### config.mk
export PLATFORM = sky130hd
export DESIGN_NAME = crc_checked_frame_receiver_unit
export DESIGN_NICKNAME = d
export VERILOG_FILES = /design/src/rtl/crcrx_pkg.sv /design/src/rtl/crcrx_core.sv /design/src/rtl/crcrx_outbuf.sv /design/src/rtl/crc_checked_frame_receiver_unit.sv
export SDC_FILE = /design/constraint.sdc
export NUM_CORES = 1
export LEC_CHECK = 0
export ABC_AREA = 0
export BUFFER_PORTS_ARGS = -buffer_cell sky130_fd_sc_hd__buf_2
export CELL_PAD_IN_SITES_DETAIL_PLACEMENT = 1
export CELL_PAD_IN_SITES_GLOBAL_PLACEMENT = 1
export CORE_MARGIN = 2
export CORE_UTILIZATION = 42
export DETAILED_ROUTE_END_ITERATION = 8
export PLACE_DENSITY_LB_ADDON = 0.05
export SLEW_MARGIN = 15
export SYNTH_ARGS = -nofsm -noshare
export SYNTH_HDL_FRONTEND = slang
export SYNTH_HIERARCHICAL = 1
export SYNTH_SLANG_ARGS = --single-unit
### constraint.sdc
create_clock -name clk -period 7 [get_ports clk]
set_input_delay 0.35 -clock clk [delete_from_list [all_inputs] [get_ports clk]]
set_output_delay 0.35 -clock clk [all_outputs]
set_load 0.05 [all_outputs]
### src/rtl/crcrx_pkg.sv
// Shared types, codes and the CRC-16 byte update for the frame receiver.
`default_nettype none

package crcrx_pkg;

    localparam logic [15:0] CRC_POLY = 16'hA001;
    localparam logic [15:0] CRC_INIT = 16'hFFFF;
    localparam logic [16:0] TICKS_MAX = 17'h1FFFF;

    typedef enum logic [2:0] {
        PH_HUNT = 3'd0,
        PH_HDR2 = 3'd1,
        PH_TYPE = 3'd2,
        PH_LEN  = 3'd3,
        PH_DATA = 3'd4,
        PH_CRCL = 3'd5,
        PH_CRCH = 3'd6
    } phase_t;

    typedef enum logic [2:0] {
        ST_DATA = 3'd0,
        ST_GOOD = 3'd1,
        ST_CRC  = 3'd2,
        ST_HDR  = 3'd3,
        ST_LEN  = 3'd4,
        ST_TIME = 3'd5
    } status_t;

    localparam logic [1:0] CFG_HEADER_FIRST  = 2'd0;
    localparam logic [1:0] CFG_HEADER_SECOND = 2'd1;
    localparam logic [1:0] CFG_MAX_PAYLOAD   = 2'd2;
    localparam logic [1:0] CFG_TIMEOUT_TICKS = 2'd3;

    localparam logic CMD_BYTE = 1'b0;
    localparam logic CMD_TICK = 1'b1;

    typedef struct packed {
        logic [2:0] status;
        logic [7:0] data_byte;
        logic [7:0] byte_index;
        logic [7:0] frame_type;
        logic [7:0] frame_length;
        logic       last;
    } result_t;

    function automatic logic [15:0] crc_update(input logic [15:0] crc_in,
                                               input logic [7:0] data);
        logic [15:0] crc;
        crc = crc_in ^ {8'h00, data};
        for (int k = 0; k < 8; k++)
        begin
            if (crc[0])
            begin
                crc = (crc >> 1) ^ CRC_POLY;
            end
            else
            begin
                crc = crc >> 1;
            end
        end
        return crc;
    endfunction

endpackage

`default_nettype wire

### src/rtl/crcrx_core.sv
// Frame parsing state machine with configuration registers and CRC check.
`default_nettype none

module crcrx_core
(
    input  wire logic              clk,
    input  wire logic              rst_n,
    input  wire logic              in_fire,
    input  wire logic              command,
    input  wire logic [7:0]        rx_byte,
    input  wire logic              cfg_write,
    input  wire logic [1:0]        cfg_index,
    input  wire logic [15:0]       cfg_data,
    output logic                   res_valid,
    output crcrx_pkg::result_t     res
);
    import crcrx_pkg::*;

    logic [7:0]  header_first_reg;
    logic [7:0]  header_second_reg;
    logic [7:0]  max_payload_reg;
    logic [15:0] timeout_ticks_reg;

    phase_t      phase_reg, phase_next;
    logic [15:0] crc_reg, crc_next;
    logic [7:0]  type_reg, type_next;
    logic [7:0]  length_reg, length_next;
    logic [7:0]  count_reg, count_next;
    logic [7:0]  crc_low_reg, crc_low_next;
    logic [16:0] ticks_reg, ticks_next;

    logic [15:0] crc_upd;
    logic [16:0] ticks_inc;
    status_t     res_status;
    logic [7:0]  res_data;
    logic [7:0]  res_index;
    logic        res_last;

    assign crc_upd = crc_update(crc_reg, rx_byte);
    assign ticks_inc = (ticks_reg < TICKS_MAX) ? ticks_reg + 17'd1 : ticks_reg;

    always_ff @(posedge clk or negedge rst_n)
    begin
        if (!rst_n)
        begin
            header_first_reg  <= 8'd170;
            header_second_reg <= 8'd85;
            max_payload_reg   <= 8'd64;
            timeout_ticks_reg <= 16'd100;
        end
        else if (cfg_write)
        begin
            unique case (cfg_index)
                CFG_HEADER_FIRST:  header_first_reg  <= cfg_data[7:0];
                CFG_HEADER_SECOND: header_second_reg <= cfg_data[7:0];
                CFG_MAX_PAYLOAD:   max_payload_reg   <= cfg_data[7:0];
                CFG_TIMEOUT_TICKS: timeout_ticks_reg <= cfg_data;
                default:           ;
            endcase
        end
    end

    always_ff @(posedge clk or negedge rst_n)
    begin
        if (!rst_n)
        begin
            phase_reg   <= PH_HUNT;
            crc_reg     <= CRC_INIT;
            type_reg    <= 8'd0;
            length_reg  <= 8'd0;
            count_reg   <= 8'd0;
            crc_low_reg <= 8'd0;
            ticks_reg   <= 17'd0;
        end
        else if (in_fire)
        begin
            phase_reg   <= phase_next;
            crc_reg     <= crc_next;
            type_reg    <= type_next;
            length_reg  <= length_next;
            count_reg   <= count_next;
            crc_low_reg <= crc_low_next;
            ticks_reg   <= ticks_next;
        end
    end

    always_comb
    begin
        phase_next   = phase_reg;
        crc_next     = crc_reg;
        type_next    = type_reg;
        length_next  = length_reg;
        count_next   = count_reg;
        crc_low_next = crc_low_reg;
        ticks_next   = ticks_reg;
        res_valid    = 1'b0;
        res_status   = ST_DATA;
        res_data     = 8'd0;
        res_index    = 8'd0;
        res_last     = 1'b0;

        if (command == CMD_TICK)
        begin
            if (phase_reg != PH_HUNT)
            begin
                ticks_next = ticks_inc;
                if (ticks_inc > {1'b0, timeout_ticks_reg})
                begin
                    res_valid  = in_fire;
                    res_status = ST_TIME;
                    res_last   = 1'b1;
                    phase_next = PH_HUNT;
                    ticks_next = 17'd0;
                end
            end
        end
        else
        begin
            unique case (phase_reg)
                PH_HUNT:
                begin
                    if (rx_byte == header_first_reg)
                    begin
                        crc_next     = CRC_INIT;
                        type_next    = 8'd0;
                        length_next  = 8'd0;
                        count_next   = 8'd0;
                        crc_low_next = 8'd0;
                        phase_next   = PH_HDR2;
                        ticks_next   = 17'd0;
                    end
                end
                PH_HDR2:
                begin
                    ticks_next = 17'd0;
                    if (rx_byte != header_second_reg)
                    begin
                        res_valid  = in_fire;
                        res_status = ST_HDR;
                        res_last   = 1'b1;
                        phase_next = PH_HUNT;
                    end
                    else
                    begin
                        phase_next = PH_TYPE;
                    end
                end
                PH_TYPE:
                begin
                    type_next  = rx_byte;
                    crc_next   = crc_upd;
                    phase_next = PH_LEN;
                    ticks_next = 17'd0;
                end
                PH_LEN:
                begin
                    length_next = rx_byte;
                    crc_next    = crc_upd;
                    ticks_next  = 17'd0;
                    if (rx_byte > max_payload_reg)
                    begin
                        res_valid  = in_fire;
                        res_status = ST_LEN;
                        res_last   = 1'b1;
                        phase_next = PH_HUNT;
                    end
                    else
                    begin
                        count_next = 8'd0;
                        phase_next = (rx_byte == 8'd0) ? PH_CRCL : PH_DATA;
                    end
                end
                PH_DATA:
                begin
                    crc_next   = crc_upd;
                    count_next = count_reg + 8'd1;
                    if (count_next >= length_reg)
                    begin
                        phase_next = PH_CRCL;
                        ticks_next = 17'd0;
                    end
                    res_valid  = in_fire;
                    res_status = ST_DATA;
                    res_data   = rx_byte;
                    res_index  = count_reg;
                end
                PH_CRCL:
                begin
                    crc_low_next = rx_byte;
                    phase_next   = PH_CRCH;
                    ticks_next   = 17'd0;
                end
                PH_CRCH:
                begin
                    res_valid  = in_fire;
                    res_status = ({rx_byte, crc_low_reg} == crc_reg) ? ST_GOOD : ST_CRC;
                    res_last   = 1'b1;
                    phase_next = PH_HUNT;
                    ticks_next = 17'd0;
                end
                default:
                begin
                    phase_next = PH_HUNT;
                    ticks_next = 17'd0;
                end
            endcase
        end
    end

    always_comb
    begin
        res.status       = res_status;
        res.data_byte    = res_data;
        res.byte_index   = res_index;
        res.frame_type   = type_next;
        res.frame_length = length_next;
        res.last         = res_last;
    end

endmodule

`default_nettype wire

### src/rtl/crcrx_outbuf.sv
// Output register with a skid stage that decouples the result channel.
`default_nettype none

module crcrx_outbuf
(
    input  wire logic              clk,
    input  wire logic              rst_n,
    input  wire logic              push,
    input  wire crcrx_pkg::result_t push_data,
    output logic                   in_stall,
    output logic                   out_valid,
    input  wire logic              out_stall,
    output crcrx_pkg::result_t     out_data
);
    import crcrx_pkg::*;

    logic    main_valid_reg;
    logic    skid_valid_reg;
    result_t main_reg;
    result_t skid_reg;
    logic    pop;

    assign pop       = main_valid_reg && !out_stall;
    assign in_stall  = skid_valid_reg;
    assign out_valid = main_valid_reg;
    assign out_data  = main_reg;

    always_ff @(posedge clk or negedge rst_n)
    begin
        if (!rst_n)
        begin
            main_valid_reg <= 1'b0;
            skid_valid_reg <= 1'b0;
        end
        else if (pop)
        begin
            if (skid_valid_reg)
            begin
                skid_valid_reg <= 1'b0;
            end
            else
            begin
                main_valid_reg <= push;
            end
        end
        else if (push)
        begin
            if (main_valid_reg)
            begin
                skid_valid_reg <= 1'b1;
            end
            else
            begin
                main_valid_reg <= 1'b1;
            end
        end
    end

    always_ff @(posedge clk)
    begin
        if (pop)
        begin
            if (skid_valid_reg)
            begin
                main_reg <= skid_reg;
            end
            else if (push)
            begin
                main_reg <= push_data;
            end
        end
        else if (push)
        begin
            if (main_valid_reg)
            begin
                skid_reg <= push_data;
            end
            else
            begin
                main_reg <= push_data;
            end
        end
    end

endmodule

`default_nettype wire

### src/rtl/crc_checked_frame_receiver_unit.sv
// Top level of the CRC-checked frame receiver.
// The request channel carries one received byte (command low) or one time
// tick (command high) per accepted request, with in_valid and in_stall.
// Each accepted request updates the frame parser in the same cycle and
// yields at most one result: a payload byte as it arrives, or a verdict
// with last set (good frame, CRC error, header error, length error or
// timeout). Results leave through out_valid and out_stall.
// A result is registered in the output register, or in the skid stage if
// that is full, before out_valid shows it. The block takes one request
// per cycle while in_stall is low; the CRC byte update is combinational.
// The output register is backed by a skid stage, so a stalled receiver
// costs nothing until both hold a result; only then is in_stall raised.
// Configuration registers are written through cfg_write, cfg_index and
// cfg_data, by the user only while the block is idle; the block does not
// enforce this. Reset clears the parser to hunting for the first header
// byte, loads the register defaults and empties the output stages.
`default_nettype none

module crc_checked_frame_receiver_unit
(
    input  wire logic        clk,
    input  wire logic        rst_n,
    input  wire logic        in_valid,
    output logic             in_stall,
    input  wire logic        command,
    input  wire logic [7:0]  rx_byte,
    output logic             out_valid,
    input  wire logic        out_stall,
    output logic [2:0]       status,
    output logic [7:0]       data_byte,
    output logic [7:0]       byte_index,
    output logic [7:0]       frame_type,
    output logic [7:0]       frame_length,
    output logic             last,
    input  wire logic        cfg_write,
    input  wire logic [1:0]  cfg_index,
    input  wire logic [15:0] cfg_data
);
    import crcrx_pkg::*;

    logic    in_fire;
    logic    res_valid;
    result_t res;
    result_t out_data;

    assign in_fire = in_valid && !in_stall;

    crcrx_core u_core
    (
        .clk       (clk),
        .rst_n     (rst_n),
        .in_fire   (in_fire),
        .command   (command),
        .rx_byte   (rx_byte),
        .cfg_write (cfg_write),
        .cfg_index (cfg_index),
        .cfg_data  (cfg_data),
        .res_valid (res_valid),
        .res       (res)
    );

    crcrx_outbuf u_outbuf
    (
        .clk       (clk),
        .rst_n     (rst_n),
        .push      (res_valid),
        .push_data (res),
        .in_stall  (in_stall),
        .out_valid (out_valid),
        .out_stall (out_stall),
        .out_data  (out_data)
    );

    assign status       = out_data.status;
    assign data_byte    = out_data.data_byte;
    assign byte_index   = out_data.byte_index;
    assign frame_type   = out_data.frame_type;
    assign frame_length = out_data.frame_length;
    assign last         = out_data.last;

endmodule

`default_nettype wire
==> Yosys cells after proc, flatten, opt, wreduce, memory -nomap -nowiden <==
Cells that the tools add are included.
{ "word_totals": {"regBits": 182, "input_bits": 32, "output_inout_bits": 38, "word_cells": 161} }
{ "op_classes": {"n_addsub": 2, "n_lt_le_gt_ge": 4, "eq_ne": 20, "mux": 70, "bitwise_logic": 11, "reduce_logical": 29} }
{ "op_table": {"columns": ["operator", "n"], "rows": [
  ["36-bit two-way mux", 5],
  ["16-bit two-way mux", 9],
  ["17-bit two-way mux", 6],
  ["8-bit two-way mux", 10],
  ["8-bit one-hot mux with 2 select lines", 3],
  ["17-bit one-hot mux with 2 select lines", 1],
  ["16-bit one-hot mux with 2 select lines", 1],
  ["3-bit two-way mux", 10],
  ["2-bit inverter with 3-bit output", 8],
  ["8-bit one-hot mux with 3 select lines", 1],
  ["3-bit one-hot mux with 6 select lines", 1],
  ["17-bit by 1-bit adder with 17-bit output (second input constant)", 1],
  ["17-bit by 16-bit > comparator with 1-bit output", 1],
  ["17-bit less-than comparator (second input constant)", 1],
  ["1-bit two-way mux", 17],
  ["16-bit == test", 1],
  ["16-bit by 8-bit XOR with 16-bit output", 1],
  ["2-bit AND reduction", 6],
  ["4-bit AND reduction", 3],
  ["5-bit AND reduction", 2],
  ["2-bit nonzero test", 5],
  ["3-bit == test (second input constant)", 3],
  ["3-bit one-hot mux with 3 select lines", 1],
  ["8-bit by 1-bit adder with 8-bit output (second input constant)", 1],
  ["other kinds (23)", 38]
]} }

==> Depth between registers and ports, before layout <==
{ "depth": {"depth_word": 18, "ltp_mapped": 17, "depth_no_buf": 17} }

==> Modules after synthesis <==
The synthesis kept the hierarchy.
{ "by_module_without_submodules": {"columns": ["mod", "instances", "cells_per_inst", "area_per_inst_um2", "seq_area_each_um2"], "rows": [
  ["crcrx_core", 1, 680, 6625.1, 2737.6],
  ["crcrx_outbuf", 1, 123, 2851.5, 2212.1],
  ["crc_checked_frame_receiver_unit", 1, 1, 13.8, 0.0]
]} }

==> Least setup slack after synthesis <==
OpenSTA, ideal clock, no wires.
{ "synth_timing": {"path_kind": "register to register", "from": "register u_core.ticks_reg[12]", "to": "register u_outbuf.main_reg (netlist bit u_outbuf/out_data[0]), enable pin", "setup_time_ns": 0.441, "arrival_time_ns": 4.769, "t_required_ns": 6.559, "slack_ns": 1.789, "path_stages_with_launch": 18, "n_path_buf": 0, "period_less_slack_ns": 5.211, "cell_sequence": "dfrtp_1 nand4_1 or2_1 or3_1 nor2_1 nor3b_1 xnor2_1 inv_1 ha_1 and4_1 nand4b_1 o311a_1 a21oi_1 a31oi_1 nand2b_1 o211a_1 a21oi_1 a21oi_1"} }
{ "synth_via": {"elab_chain_len": 8, "word_cells_on_any_way": 10, "classes_between": "add/sub: 1; order compare: 2; mux: 4; reduce/logical: 3"} }
{ "synth_rtl": {"columns": ["element", "line_no", "rtl"], "rows": [
  ["from (decl)", "crcrx_core.sv:30", "logic [16:0] ticks_reg, ticks_next;"],
  ["from (signal assigned)", "crcrx_core.sv:83", "ticks_reg <= ticks_next;"],
  ["17-bit by 1-bit adder with 17-bit output or 17-bit less-than comparator (tied branches)", "crcrx_core.sv:40", "assign ticks_inc = (ticks_reg < TICKS_MAX) ? ticks_reg + 17'd1 : ticks_reg;"],
  ["17-bit two-way mux *", "crcrx_core.sv:40", null],
  ["17-bit by 16-bit > comparator with 1-bit output *", "crcrx_core.sv:107", "if (ticks_inc > {1'b0, timeout_ticks_reg})"],
  ["1-bit two-way mux *", "crcrx_core.sv:107", null],
  ["1-bit two-way mux *", "crcrx_core.sv:104", "if (phase_reg != PH_HUNT)"],
  ["1-bit two-way mux *", "crcrx_core.sv:102", "if (command == CMD_TICK)"],
  ["named net res_valid", "crc_checked_frame_receiver_unit.sv:42", "logic res_valid;"],
  ["2-bit nonzero test (no source line)", null, null],
  ["3-bit AND reduction (no source line) *", null, null],
  ["to (signal assigned)", "crcrx_outbuf.sv:65", "main_reg <= skid_reg;"],
  ["to (signal assigned)", "crcrx_outbuf.sv:69", "main_reg <= push_data;"],
  ["to (signal assigned)", "crcrx_outbuf.sv:80", "main_reg <= push_data;"],
  ["to (decl)", "crcrx_outbuf.sv:19", "result_t main_reg;"]
]} }
Mark *: on every way through the listed nets, which the timed path passes. The rest lies on a longest branch.
A chain may end at the register's enable or synchronous reset.

==> Worst setup path in the final report <==
{ "layout_timing": {"from": "register u_core.ticks_reg[12]", "to": "register u_outbuf/skid_reg[14] (netlist bit), enable pin"} }
{ "layout_via": {"elab_chain_len": 7, "word_cells_on_any_way": 8, "classes_between": "add/sub: 1; order compare: 2; mux: 4; reduce/logical: 1"} }
{ "layout_rtl": {"columns": ["element", "line_no", "rtl"], "rows": [
  ["17-bit by 1-bit adder with 17-bit output or 17-bit less-than comparator (tied branches)", "crcrx_core.sv:40", null],
  ["17-bit two-way mux *", "crcrx_core.sv:40", null],
  ["17-bit by 16-bit > comparator with 1-bit output *", "crcrx_core.sv:107", null],
  ["1-bit two-way mux *", "crcrx_core.sv:107", null],
  ["1-bit two-way mux *", "crcrx_core.sv:104", null],
  ["1-bit two-way mux *", "crcrx_core.sv:102", null],
  ["named net res_valid", "crc_checked_frame_receiver_unit.sv:42", null],
  ["3-bit AND reduction (no source line) *", null, null],
  ["to (signal assigned)", "crcrx_outbuf.sv:76", "skid_reg <= push_data;"],
  ["to (decl)", "crcrx_outbuf.sv:20", "result_t skid_reg;"]
]} }
Marks and branches as above.

==> results.md <==
- Site Rows: 55
- Antenna cells: 0
- RSZ-0062 raised after global routing: no
- Multi-input gate area: 4190 µm²
- Syn_nets: just under 900
- Synthesis Warnings: 6
- Remaining antenna violation count after routing: 0
- WL/cell: just under 20 µm
- Initial Util: 42.3%
- Reg2Reg Depth: 14
- Vias per cell: 5.46
- Max-cap viol count: 0
- Avg Cell Area, Syn: 11.8 µm²
- Fraction of layout cells with a size suffix above 1: 27.3%
- Worst Max-Slew Pin Slew: 0.976 ns
- Slew headroom: 34.8%
- Clock skew: 0.0107 ns
- Worst EP arrival: 4.68 ns
- Fin worst setup slack: 2.39 ns
- FF/Latch Area: 4950 µm²
- Pre-CTS WS: 2.22 ns
- Leakage power: 4.51 nW
- HPWL Detailed: 16.5 mm
- GRT Overall Usage: 19.8%
- Top Ports: 70
- Number of synthesized flops with an enable pin: 72
- Highest net fanout along the worst path: 36
- Status: finished, final reports clean
- Initial DRC Count: around 320
- Number of global-route vias before repair: about 6700
- Worst Setup EP: u_outbuf/skid_reg[14]
- CTS buffer count: 17
- Final GP Congestion: between 0.7 and 0.8
- R2R Path End: u_outbuf/skid_reg[14]
- CTS tree: done
- Fill count: 2373
- PortBufs: 69
- R2R Setup Slk: roughly 2.4 ns
- Hold_ws: ~0.14 ns
- Synth async-reset ratio: 60.4%
- Largest net degree at the start of global routing: 66
- First-pass GRT wire length: 36.9 mm
- Pwr Density: approximately 370 nW/µm²
- DIE HEIGHT: 154 µm
- Initial antenna violation count: 0
- F_max: ~0.22 GHz
- Critical path startpoint: u_core/ticks_reg[12]
- Post-synthesis cell type count: 66
- Core Box Area: 22400 µm²
- DRT Wirelength: 22.7 mm
- Final setup viols: 0
- Worst skew pair latency: 0.44 ns
- Crit share post-route: between 60 and 70%
- DR vias: 6345
- Non-filler instance count after layout: roughly 1200
- Final Util: 47.4%
- Die Span X: 154 µm
- Cell count after placement: 1128
- Req. time, crit path: 7.06 ns
- Sequential area share after synthesis: 52.2%
- Crit Path Category: flop to flop
- Worst Setup Start Kind: flop
- Worst setup EP type: flop
- # H-tree levels: 4
- Placed inst area: 10000 µm²
- Design area: 10600 µm²
- Commonest non-fill, non-tap cells in the layout: nand2_1 (106), dfrtp_1 (82), edfxtp_1 (72)
- Most common cell after layout, fill and taps aside: nand2_1
- Syn-to-layout area delta: 12.1%
- Worst VDD drop: 0.178 mV
- Residual DRC: 0
- Clk sinks: 182
- Die area: 23800 µm²
- Max Root-Sink Buffers: 2
- Total congestion overflow: 0
- Clock transition at path regs: 0.07 ns
- Final TNS setup: 0 ns
- CTS Root Buffer Type: clkbuf_16
- Final critical-path required period: around 4.6 ns
- Hold WC Path Type: primary input to flop
- Dominant synthesized flop cell: dfrtp_1
- Final hold violation count: 0
- Total Power: just under 4 mW
- Max Slew Vio Count: 0
- Net count, final: 930
- Drt pass-1 iters: 5
- Gate Count Post-Synth: between 800 and 900
- R2R Path Start: u_core/ticks_reg[12]
- Synthesized area: around 9500 µm²
- Synth Register Bits: around 180
[cells in the mapped netlist (9+ instances only)]
cell	n	area (µm²)
nand2_1	106	398
dfrtp_1	82	2050
edfxtp_1	72	2160
o21ai_0	50	250
mux2_2	46	518
inv_1	39	146
ha_1	34	425
xor2_1	34	298
mux2_4	30	450
dfstp_2	28	736
nor2_1	26	97.6
a21oi_1	22	110
nand3_1	21	105
xnor2_1	21	184
o22a_1	15	131
a22o_1	12	105
and3_1	11	68.8
clkbuf_1	11	41.3
buf_2	10	50.1
o221ai_2	9	135
[cell families after synthesis]
group,share of synthesized area (%)
xor gates and xnor gates,6.10
DFF,52.2
adders and majority gates,4.48
buffers and inverters,3.93
AOI/OAI and AO/OA,10.9
and+or+nand+nor,12.3
muxes,10.2
[per-layer routing]
layer	global-route usage, %	wire length (µm)	part of all wire (%)
met5	0	0	0
met4	4.98	226	1.0
met3	3.00	624	2.7
met2	33.8	11300	50
met1	26.6	10600	47
[cell type report]
class	count	share of cell area, %
clock buffers	18	4.03
clock inverters	14	1.49
inverters	40	1.41
multi-input cells	549	39.4
flip-flops and latches	182	46.5
well taps	285	3.35
repair buffers	74	3.83
[worst max-delay path, cell delays in order, from the launching register on]
cell,delay (ns)
dfrtp_1,0.45
nand4_1,0.20
or2_1,0.32
o2111ai_1,0.53
o21ai_0,0.28
nand2_1,0.12
ha_1,0.26
nand4_1,0.17
nand4b_1,0.18
o311a_1,0.19
a21oi_1,0.07
a31oi_1,0.26
nand2b_1,0.18
o211a_1,0.22
and3_2,0.77
[where the power goes]
| group | internal [mW] | switching (mW) |
|---|---|---|
| sequential | 1.44 | 0.199 |
| clock | 0.480 | 0.471 |
| combinational | 0.535 | 0.835 |
| total | 2.46 | 1.50 |
[worst min-delay path by stage]
stage	start	to	slack (ns)	depth (start not counted)
2_1_floorplan	rst_n	u_core/count_reg[0]	0.05	0
3_3_place_gp	rst_n	u_core/count_reg[6]	0.41	1
3_5_place_dp	rst_n	u_core/count_reg[7]	0.41	1
4_1_cts	cfg_data[11]	u_core/timeout_ticks_reg[11]	0.12	2
5_1_grt	cfg_data[11]	u_core/timeout_ticks_reg[11]	0.12	2
6_report	cfg_data[11]	u_core/timeout_ticks_reg[11]	0.14	2
[what timing repair did]
item                                   CTS  global route
setup buffers                            0             0
gates resized for setup                  0             0
endpoints found under the hold margin   43             0
hold buffers                             1             0
Note: power is estimated with default switching activity, not from simulation.
